File: config.mk
export PLATFORM = sky130hd
export DESIGN_NAME = iir_direct_form_one
export DESIGN_NICKNAME = d
export VERILOG_FILES = /design/src/design/iirdf1_pkg.sv /design/src/design/iir_direct_form_one.sv
export VERILOG_INCLUDE_DIRS = /design/src /design/src/design
export SDC_FILE = /design/constraint.sdc
export NUM_CORES = 2
export LEC_CHECK = 0
export BUFFER_PORTS_ARGS = -buffer_cell sky130_fd_sc_hd__buf_2
export CAP_MARGIN = 5
export CORE_ASPECT_RATIO = 1.1
export CORE_MARGIN = 3
export CORE_UTILIZATION = 54
export CTS_BUF_LIST = sky130_fd_sc_hd__clkbuf_8 sky130_fd_sc_hd__clkbuf_16
export CTS_CLUSTER_DIAMETER = 60
export CTS_CLUSTER_SIZE = 10
export DETAILED_ROUTE_END_ITERATION = 16
export GPL_TIMING_DRIVEN = 1
export PLACE_DENSITY = 0.73
export SLEW_MARGIN = 20
export SYNTH_ARGS = -nofsm -noshare
export SYNTH_HDL_FRONTEND = slang
export SYNTH_SLANG_ARGS = --single-unit
File: constraint.sdc
create_clock -name clk -period 7.7 [get_ports clk]
set_input_delay 1.54 -clock clk [delete_from_list [all_inputs] [get_ports clk]]
set_output_delay 1.54 -clock clk [all_outputs]
set_load 0.1 [all_outputs]
File: src/design/iir_direct_form_one_defines.svh
// assertion macros for the direct form i filter
`ifndef IIR_DIRECT_FORM_ONE_DEFINES_SVH
`define IIR_DIRECT_FORM_ONE_DEFINES_SVH

// same-cycle implication, disabled while in reset
`define IIRDF1_ASSERT_NOW(label, clk, rst_n, ante, cons, msg) \
	label: assert property (@(posedge clk) disable iff (!rst_n) (ante) |-> (cons)) \
		else $error(msg);

// next-cycle implication, disabled while in reset
`define IIRDF1_ASSERT_NEXT(label, clk, rst_n, ante, cons, msg) \
	label: assert property (@(posedge clk) disable iff (!rst_n) (ante) |=> (cons)) \
		else $error(msg);

`endif

File: src/design/iirdf1_pkg.sv
// constants and types shared by the direct form i filter
`default_nettype none

package iirdf1_pkg;

	// filter order, 1 to 3
	localparam int ORDER = 2;

	localparam int SAMPLE_W = 16;
	localparam int COEF_W   = 32;
	localparam int FRAC_W   = 27;
	localparam int PROD_W   = SAMPLE_W + COEF_W;
	// seven products at most, plus headroom
	localparam int ACC_W    = PROD_W + 4;

	localparam int NUM_REGS = 7;
	localparam int IDX_W    = 3;

	typedef logic signed [SAMPLE_W-1:0] sample_t;
	typedef logic signed [COEF_W-1:0]   coef_t;
	typedef logic signed [PROD_W-1:0]   prod_t;
	typedef logic signed [ACC_W-1:0]    acc_t;

	// register indexes
	localparam logic [IDX_W-1:0] REG_B0 = 3'd0;
	localparam logic [IDX_W-1:0] REG_A_BASE = 3'd3;

	localparam coef_t COEF_ONE = coef_t'(134217728);

	localparam acc_t ROUND_HALF = acc_t'(1) <<< (FRAC_W - 1);
	localparam acc_t SAT_HI = acc_t'(32767);
	localparam acc_t SAT_LO = -acc_t'(32768);
	localparam sample_t SAMPLE_MAX = sample_t'(32767);
	localparam sample_t SAMPLE_MIN = sample_t'(-32768);

	// reset value of a coefficient register
	function automatic coef_t coef_reset(input int idx);
		return (idx == int'(REG_B0)) ? COEF_ONE : '0;
	endfunction

endpackage

`default_nettype wire

File: src/design/iir_direct_form_one.sv
// direct form i iir filter with one shared multiply-accumulate unit
//
//  channel  | dir | handshake           | payload
//  ---------+-----+---------------------+------------------------
//  in       | in  | in_valid / in_stall | sample_in  (s16)
//  out      | out | out_valid/out_stall | sample_out (s16)
//  cfg      | in  | cfg_we              | cfg_index, cfg_data (s32)
//
// one word is worked on at a time; in_stall is high while the sequencer is not idle:
// one 32x16 multiplier is stepped over the 2*ORDER+1 taps, then a drain
// step for the last product and a round/saturate step
// the result sits in an output register; a stalled output holds the
// block in its rounding state until the previous word is taken
// asynchronous reset clears histories, restores b0 = 1.0, others zero
`default_nettype none
`include "iir_direct_form_one_defines.svh"

module iir_direct_form_one
	import iirdf1_pkg::*;
(
	input  wire                     clk,
	input  wire                     arst_n,
	input  wire                     in_valid,
	output logic                    in_stall,
	input  wire  signed [SAMPLE_W-1:0] sample_in,
	output logic                    out_valid,
	input  wire                     out_stall,
	output logic signed [SAMPLE_W-1:0] sample_out,
	input  wire                     cfg_we,
	input  wire         [IDX_W-1:0] cfg_index,
	input  wire         [COEF_W-1:0] cfg_data
);

	// sequencer codes
	localparam logic [1:0] ST_IDLE  = 2'd0;
	localparam logic [1:0] ST_MAC   = 2'd1;
	localparam logic [1:0] ST_DRAIN = 2'd2;
	localparam logic [1:0] ST_ROUND = 2'd3;

	logic [1:0] state_q;
	logic [1:0] k_q;        // tap number
	logic       fb_q;       // feedback half of the tap
	sample_t    x_q;        // current input word

	coef_t   coef_q [NUM_REGS];
	sample_t xh_q [ORDER];  // input history, newest first (rotated during mac)
	sample_t yh_q [ORDER];  // output history, newest first

	prod_t prod_s1;
	logic  sub_s1;
	logic  pv_s1;
	acc_t  acc_q;

	logic [IDX_W-1:0] coef_idx;
	coef_t   coef_sel;
	sample_t mul_sample;
	prod_t   prod_w;
	acc_t    rnd_w;
	sample_t sat_w;
	logic    in_acc;
	logic    out_take;
	logic    round_done;
	logic    last_tap;

	assign in_stall = (state_q != ST_IDLE);
	assign in_acc   = in_valid && !in_stall;
	assign out_take = out_valid && !out_stall;
	assign round_done = (state_q == ST_ROUND) && (!out_valid || !out_stall);
	assign last_tap = fb_q && (k_q == 2'(ORDER));

	// operand selection for the shared multiplier
	always_comb begin
		coef_idx = fb_q ? (IDX_W'(k_q) + REG_A_BASE) : IDX_W'(k_q);
		coef_sel = coef_q[coef_idx];
		if (k_q == 2'd0) begin
			mul_sample = x_q;
		end else if (fb_q) begin
			mul_sample = yh_q[0];
		end else begin
			mul_sample = xh_q[0];
		end
		prod_w = coef_sel * mul_sample;
	end

	// round half up, then clamp to 16 bits
	always_comb begin
		rnd_w = (acc_q + ROUND_HALF) >>> FRAC_W;
		if (rnd_w > SAT_HI) begin
			sat_w = SAMPLE_MAX;
		end else if (rnd_w < SAT_LO) begin
			sat_w = SAMPLE_MIN;
		end else begin
			sat_w = rnd_w[SAMPLE_W-1:0];
		end
	end

	// coefficient registers; index seven is ignored
	always_ff @(posedge clk or negedge arst_n) begin
		if (!arst_n) begin
			for (int i = 0; i < NUM_REGS; i++) begin
				coef_q[i] <= coef_reset(i);
			end
		end else if (cfg_we && (cfg_index < IDX_W'(NUM_REGS))) begin
			coef_q[cfg_index] <= coef_t'(cfg_data);
		end
	end

	// sequencer
	always_ff @(posedge clk or negedge arst_n) begin
		if (!arst_n) begin
			state_q <= ST_IDLE;
			k_q     <= '0;
			fb_q    <= 1'b0;
		end else begin
			unique case (state_q)
				ST_IDLE: begin
					if (in_acc) begin
						state_q <= ST_MAC;
						k_q     <= '0;
						fb_q    <= 1'b0;
					end
				end
				ST_MAC: begin
					if (k_q == 2'd0) begin
						k_q  <= 2'd1;
						fb_q <= 1'b0;
					end else if (!fb_q) begin
						fb_q <= 1'b1;
					end else if (last_tap) begin
						state_q <= ST_DRAIN;
					end else begin
						k_q  <= k_q + 2'd1;
						fb_q <= 1'b0;
					end
				end
				ST_DRAIN: begin
					state_q <= ST_ROUND;
				end
				ST_ROUND: begin
					if (round_done) begin
						state_q <= ST_IDLE;
					end
				end
				default: begin
					state_q <= ST_IDLE;
				end
			endcase
		end
	end

	// input word capture
	always_ff @(posedge clk) begin
		if (in_acc) begin
			x_q <= sample_in;
		end
	end

	// product register and its valid
	always_ff @(posedge clk or negedge arst_n) begin
		if (!arst_n) begin
			pv_s1 <= 1'b0;
		end else begin
			pv_s1 <= (state_q == ST_MAC);
		end
	end

	always_ff @(posedge clk) begin
		prod_s1 <= prod_w;
		sub_s1  <= fb_q && (k_q != 2'd0);
	end

	// accumulator, cleared on accept
	always_ff @(posedge clk) begin
		if (in_acc) begin
			acc_q <= '0;
		end else if (pv_s1) begin
			if (sub_s1) begin
				acc_q <= acc_q - acc_t'(prod_s1);
			end else begin
				acc_q <= acc_q + acc_t'(prod_s1);
			end
		end
	end

	// histories: rotate after each read, shift in on completion
	always_ff @(posedge clk or negedge arst_n) begin
		if (!arst_n) begin
			for (int i = 0; i < ORDER; i++) begin
				xh_q[i] <= '0;
				yh_q[i] <= '0;
			end
		end else if (state_q == ST_MAC && k_q != 2'd0) begin
			if (!fb_q) begin
				for (int i = 0; i < ORDER - 1; i++) begin
					xh_q[i] <= xh_q[i+1];
				end
				xh_q[ORDER-1] <= xh_q[0];
			end else begin
				for (int i = 0; i < ORDER - 1; i++) begin
					yh_q[i] <= yh_q[i+1];
				end
				yh_q[ORDER-1] <= yh_q[0];
			end
		end else if (round_done) begin
			for (int i = 1; i < ORDER; i++) begin
				xh_q[i] <= xh_q[i-1];
				yh_q[i] <= yh_q[i-1];
			end
			xh_q[0] <= x_q;
			yh_q[0] <= sat_w;
		end
	end

	// output register
	always_ff @(posedge clk or negedge arst_n) begin
		if (!arst_n) begin
			out_valid <= 1'b0;
		end else if (round_done) begin
			out_valid <= 1'b1;
		end else if (out_take) begin
			out_valid <= 1'b0;
		end
	end

	always_ff @(posedge clk) begin
		if (round_done) begin
			sample_out <= sat_w;
		end
	end

	`IIRDF1_ASSERT_NEXT(a_accept_starts_mac, clk, arst_n, in_acc,
		state_q == ST_MAC && k_q == 2'd0, "accept did not start the tap sequence")
	`IIRDF1_ASSERT_NOW(a_tap_in_range, clk, arst_n, state_q == ST_MAC,
		k_q <= 2'(ORDER), "tap counter ran past the order")
	`IIRDF1_ASSERT_NOW(a_result_from_round, clk, arst_n, $rose(out_valid),
		$past(state_q) == ST_ROUND, "result appeared outside the rounding step")
	`IIRDF1_ASSERT_NEXT(a_round_waits, clk, arst_n,
		state_q == ST_ROUND && out_valid && out_stall,
		state_q == ST_ROUND, "rounding step left while output was full")

endmodule

`default_nettype wire
# Yosys cells after proc, flatten, opt, wreduce, memory -nomap -nowiden
# Index checks and enable logic that the tools add are counted.
# W data, S select, Z words.
[totals]
input_bits = 56
register_bits = 428
[classes]
eq_ne = 13
mux = 36
magnitude_cmp = 6
reduce_logical = 24
bitwise = 2
add_sub_neg = 5
mul = 1
[ops]
columns = ["operator", "count"]
rows = [
  ["$mux W32", 9],
  ["$bwmux W224", 1],
  ["$bmux W32 S3", 1],
  ["$demux W32 S3", 1],
  ["$mux W16", 4],
  ["$add A52 B28 Y52 const B", 1],
  ["$add A52 B48 Y52", 1],
  ["$mux W52", 1],
  ["$sub A52 B48 Y52", 1],
  ["$mul A32 B16 Y48", 1],
  ["$gt A25 B16 Y1 const B", 1],
  ["$lt A25 B16 Y1 const B", 1],
  ["$mux W2", 9],
  ["$ne A2 B2 Y1 const B", 7],
  ["$reduce_bool A2 Y1", 5],
  ["$ge A4 B4 Y1 const B", 2],
  ["$logic_and A1 B1 Y1", 8],
  ["$not A3 Y4", 2],
  ["$pmux W2 S4", 1],
  ["$eq A2 B2 Y1 const B", 3],
  ["$mux W1", 6],
  ["$ne A3 B3 Y1 const B", 2],
  ["$reduce_and A2 Y1", 3],
  ["$reduce_and A5 Y1", 1],
  ["12 further kinds", 15],
]

# Longest topological paths before layout
[depth]
word_depth = 7
ltp_mapped = 34

# Worst setup path before layout
# No wires, ideal clock.
[synth_path]
path_kind = "reg2reg"
start = "register fb_q"
end = "register prod_s1[44]"
setup_time_ns = 0.072
t_arrival_ns = 8.022
path_stages_with_launch = 27
path_buffers = 2
synth_period_minus_slack_ns = 8.094
path_slack_ns = -0.394
path_cell_list = "dfrtp_1 buf_6 xnor2_1 buf_4 mux4_2 a21oi_1 nor2_1 fa_1 inv_1 fa_1 inv_1 fa_1 fa_1 fa_1 inv_1 fa_1 inv_1 ha_1 a21o_1 a21o_1 a2111oi_2 and3_1 o31ai_2 a41o_1 a311o_1 a31oi_1 xnor2_1"
[synth_between]
elab_chain_len = 6
[synth_rtl]
columns = ["element", "line", "text"]
rows = [
  ["start: declaration", "iir_direct_form_one.sv:42", "logic fb_q;"],
  ["start signal: assignment", "iir_direct_form_one.sv:113", "fb_q <= 1'b0;"],
  ["start signal: assignment", "iir_direct_form_one.sv:120", "fb_q <= 1'b0;"],
  ["start signal: assignment", "iir_direct_form_one.sv:126", "fb_q <= 1'b0;"],
  ["$mux W3", "iir_direct_form_one.sv:73", "coef_idx = fb_q ? (IDX_W'(k_q) + REG_A_BASE) : IDX_W'(k_q);"],
  ["$not A3 Y4 (not written as such)", "iir_direct_form_one.sv:74", "coef_sel = coef_q[coef_idx];"],
  ["$bmux W32 S3", "iir_direct_form_one.sv:74", ""],
  ["$mux W32 (not written as such) (2 in a row)", "iir_direct_form_one.sv:74", ""],
  ["$mul A32 B16 Y48 *", "iir_direct_form_one.sv:82", "prod_w = coef_sel * mul_sample;"],
  ["named net prod_w[44]", "iir_direct_form_one.sv:57", "prod_t prod_w;"],
  ["end signal: assignment", "iir_direct_form_one.sv:168", "prod_s1 <= prod_w;"],
  ["end: declaration", "iir_direct_form_one.sv:49", "prod_t prod_s1;"],
]
# The timed path passes the listed nets; every way through them passes the cells marked *. The select of a mux whose other input is x is not followed.
# A chain may end at the register's enable or synchronous reset.

# Worst setup path after layout
[layout_path]
start = "register k_q[0]"
end = "register prod_s1[46]"
[layout_between]
elab_chain_len = 7
[layout_rtl]
columns = ["element", "line", "text"]
rows = [
  ["start: declaration", "iir_direct_form_one.sv:41", "logic [1:0] k_q;"],
  ["start signal: assignment", "iir_direct_form_one.sv:132", "k_q <= k_q + 2'd1;"],
  ["$add A2 B2 Y3", "iir_direct_form_one.sv:73", ""],
  ["$mux W3", "iir_direct_form_one.sv:73", ""],
  ["$not A3 Y4 (not written as such)", "iir_direct_form_one.sv:74", ""],
  ["$bmux W32 S3", "iir_direct_form_one.sv:74", ""],
  ["$mux W32 (not written as such) (2 in a row)", "iir_direct_form_one.sv:74", ""],
  ["$mul A32 B16 Y48 *", "iir_direct_form_one.sv:82", ""],
  ["named net prod_w[46]", "iir_direct_form_one.sv:57", ""],
]
# Marked as above.

==> key figures <==
Timing
  – Skew final: 0.0324 ns
  – Max_slew headroom: 0.336
  – Unrepaired setup endpoints after global routing: yes
  – Worst-Margin Slew: 0.993 ns
  – Worst Slack Setup Final: -0.0892 ns
  – Final worst path period share: 1.01
  – Max Clock Freq: 128 MHz
  – Minimum clock period: 7.79 ns
  – # setup viols final: 4
  – Setup_tns: -0.199 ns
  – Final hold vios: 0
  – Slew Viols, Final: 0

Routing
  – Remaining antenna violation count: 0
  – Vias/cell: 5.61
  – WL/cell: 19.8 µm
  – Residual DRC count: 0
  – Final wirelength: 108000 µm
  – Via count: 30.6k
  – DR pass1 iterations: 5
  – DRT iter0 DRCs: 2343

Synth
  – Yosys warnings: 0
  – Top-count cell post-synth: inv_1
  – Gate count of the mapped netlist: 4191
  – Synth area leader: fa_1
  – Post-synth EDFFs: 32
  – Async SR Flop Fraction: 0.689
  – Synth Flop Type: dfrtp_1
  – Seq cells post-synth: 428
  – Area contributors post-synth: fa_1, dfrtp_1, mux2_2
  – Sequential share of the synthesized area: 0.258
  – Post-synth top area share: 0.243
  – Mapped Nets: 4907
  – Top cells by count, synth: inv_1, nand2_1, fa_1
  – Synth Area per Inst: 9.57 µm²
  – Post-Syn Area: 40100 µm²
  – Library cells used by synthesis: 95

Floorplanning
  – Die width: 266 µm
  – Die Height: 292 µm
  – Die Area: 77600 µm²
  – Cell Rows: 104
  – Boundary Pins: 74
  – Effective utilization at floorplan: 0.547
  – Core area: 73400 µm²

Run status
  – Failing checks: negative setup slack
  – Status: complete, but fails checks

GRT
  – Total gr overflow: 0
  – GR Util All Layers: 0.278
  – Pin count of the biggest net entering global routing: 175
  – Global-route wire length before repair: 172000 µm
  – Vias in the first global route: 31.8k
  – Initial antenna violation count: 3

Place
  – DP Worst Slack: -0.258 ns
  – Dpl cells: 5323
  – Detailed placement HPWL: 84300 µm
  – Routability congestion estimate: 0.982
  – IO Port Bufs: 73

Clock tree
  – H-tree depth: 2
  – Clock buffer count from CTS: 51
  – Root buf cell: clkbuf_16
  – Clock latency on the worst-skew pair: 0.60 ns
  – CTS tree: built
  – CTS sink count: 428
  – Hold-fix buffers, CTS: 0
  – Worst-path clk slew: 0.06 ns
  – Max Root-Sink Buffers: 3

Critical path
  – CP max FO: 6
  – Worst setup SP type: flop
  – R2r setup slk: -0.09 ns
  – Slowest cell on the critical path: fa_1
  – Setup CP Type: flop to flop
  – WP data required: 8.20 ns
  – Max stage delay on crit path: 0.55 ns
  – Cell mode on critical path: fa_1
  – CP Capture Type: flop
  – Crit path DAT: 8.29 ns

Finish
  – Fillers: 5942
  – Area Growth Syn to Fin: 14.8%
  – Finished Layout Cells: 5453
  – Seq. cell area: 10400 µm²
  – Nets: 5183
  – Share of cells above drive strength 1: 0.203
  – Multi-input logic area: 27200 µm²

Min path
  – Path category of the worst min-delay check: flop to flop

Job
  – Max-Cap Viols: 0
-- layout make-up --
type                    instances  area share
flip-flops and latches        428       0.225
clock inverters                33     0.00391
well taps                     954      0.0259
inverters                     644      0.0527
clock buffers                  51      0.0277
repair buffers                413      0.0733
multi-input cells            2929       0.591
diodes                          1   0.0000543
-- cells by family (layout without fill, tap and decap cells) --
family                   count (synthesis)  count (layout)  share of synthesized area
AO/OA/AOI/OAI                          570             570                     0.0922
XOR/XNOR                               154             154                     0.0336
adder cells (fa/ha/maj)                660             660                      0.297
buffers and inverters                  834            1141                     0.0800
flip-flops                             428             428                      0.258
multiplexers                           351             351                      0.106
other                                    0               1                          0
AND/OR/NAND/NOR                       1194            1194                      0.133
-- routing by layer --
metal  global-route usage  part of all wire
met4                0.111             0.047
met5                    0                 0
met2                0.476              0.49
met3               0.0426             0.061
met1                0.357              0.40
-- final timing paths --
path / startpoint / end / cells after the start
max: k_q[0] / prod_s1[46] / 30
min: yh_q[7] / yh_q[7] / 2
max reg2reg: k_q[0] / prod_s1[46] / 30
min reg2reg: yh_q[7] / yh_q[7] / 2
max in group asynchronous: arst_n / coef_q[221] / 2
min in group asynchronous: arst_n / coef_q[68] / 1
-- sequential cells by signal (all words and copies together) (netlist names) --
name and flops:
yh_q 32, out_valid 1, state_q 2, fb_q 1, sub_s1 1, xh_q 32, k_q 2, pv_s1 1
x_q 16, sample_out 16, prod_s1 48, coef_q 224, acc_q 52
-- per-stage QoR --
stage | utilization | hold slack [ns] | cell area (µm²)
6_report | 0.628 | 0.461 | 46100
5_1_grt | 0.628 | 0.477 | 46100
4_1_cts | 0.619 | 0.461 | 45400
3_5_place_dp | 0.594 | 0.449 | 43600
3_3_place_gp | 0.594 | 0.442 | 43600
2_1_floorplan | - | 0.431 | 40200
-- critical path: cells and delay by family, from the launching register on --
family | cells | cell delay, ns
adders and majority gates | 7 | 3.46
and+or+nand+nor | 6 | 1.29
buffers and inverters | 10 | 1.07
muxes | 1 | 0.54
DFF | 1 | 0.50
AOI/OAI and AO/OA | 4 | 0.49
xor gates and xnor gates | 2 | 0.32
-- repair_timing --
item,4_1_cts,5_1_grt
gates resized for setup,59,107
pin swaps,32,103
setup buffers,11,36
endpoints found under the setup margin,13,19
-- cells in the final DEF, fill, tap and decap left out, drive strengths merged, types with 5 or more instances in the layout --
master and count:
inv 673, nand2 515, fa 487, buf 413, nor2 352, dfrtp 294, mux2 242, ha 173
a21oi 154, xnor2 114, dfxtp 101, o21ai 100, a21o 88, mux2i 77, and2 61, a211oi 59
a31oi 57, clkbuf 51, nor2b 47, nand3 44, xor2 40, nor3 37, mux4 32, edfxtp 32
o21a 23, nand2b 22, or3 22, and3 22, nand4 20, o21bai 17, nor4 12, o211ai 10
or2 8, and4 7, nor3b 7, a221o 6, o31ai 6, nand3b 5, a21boi 5
Power is left out: the tool's default activity adds up to more than one toggle a clock period on the data nets, which glitch-free logic cannot reach.
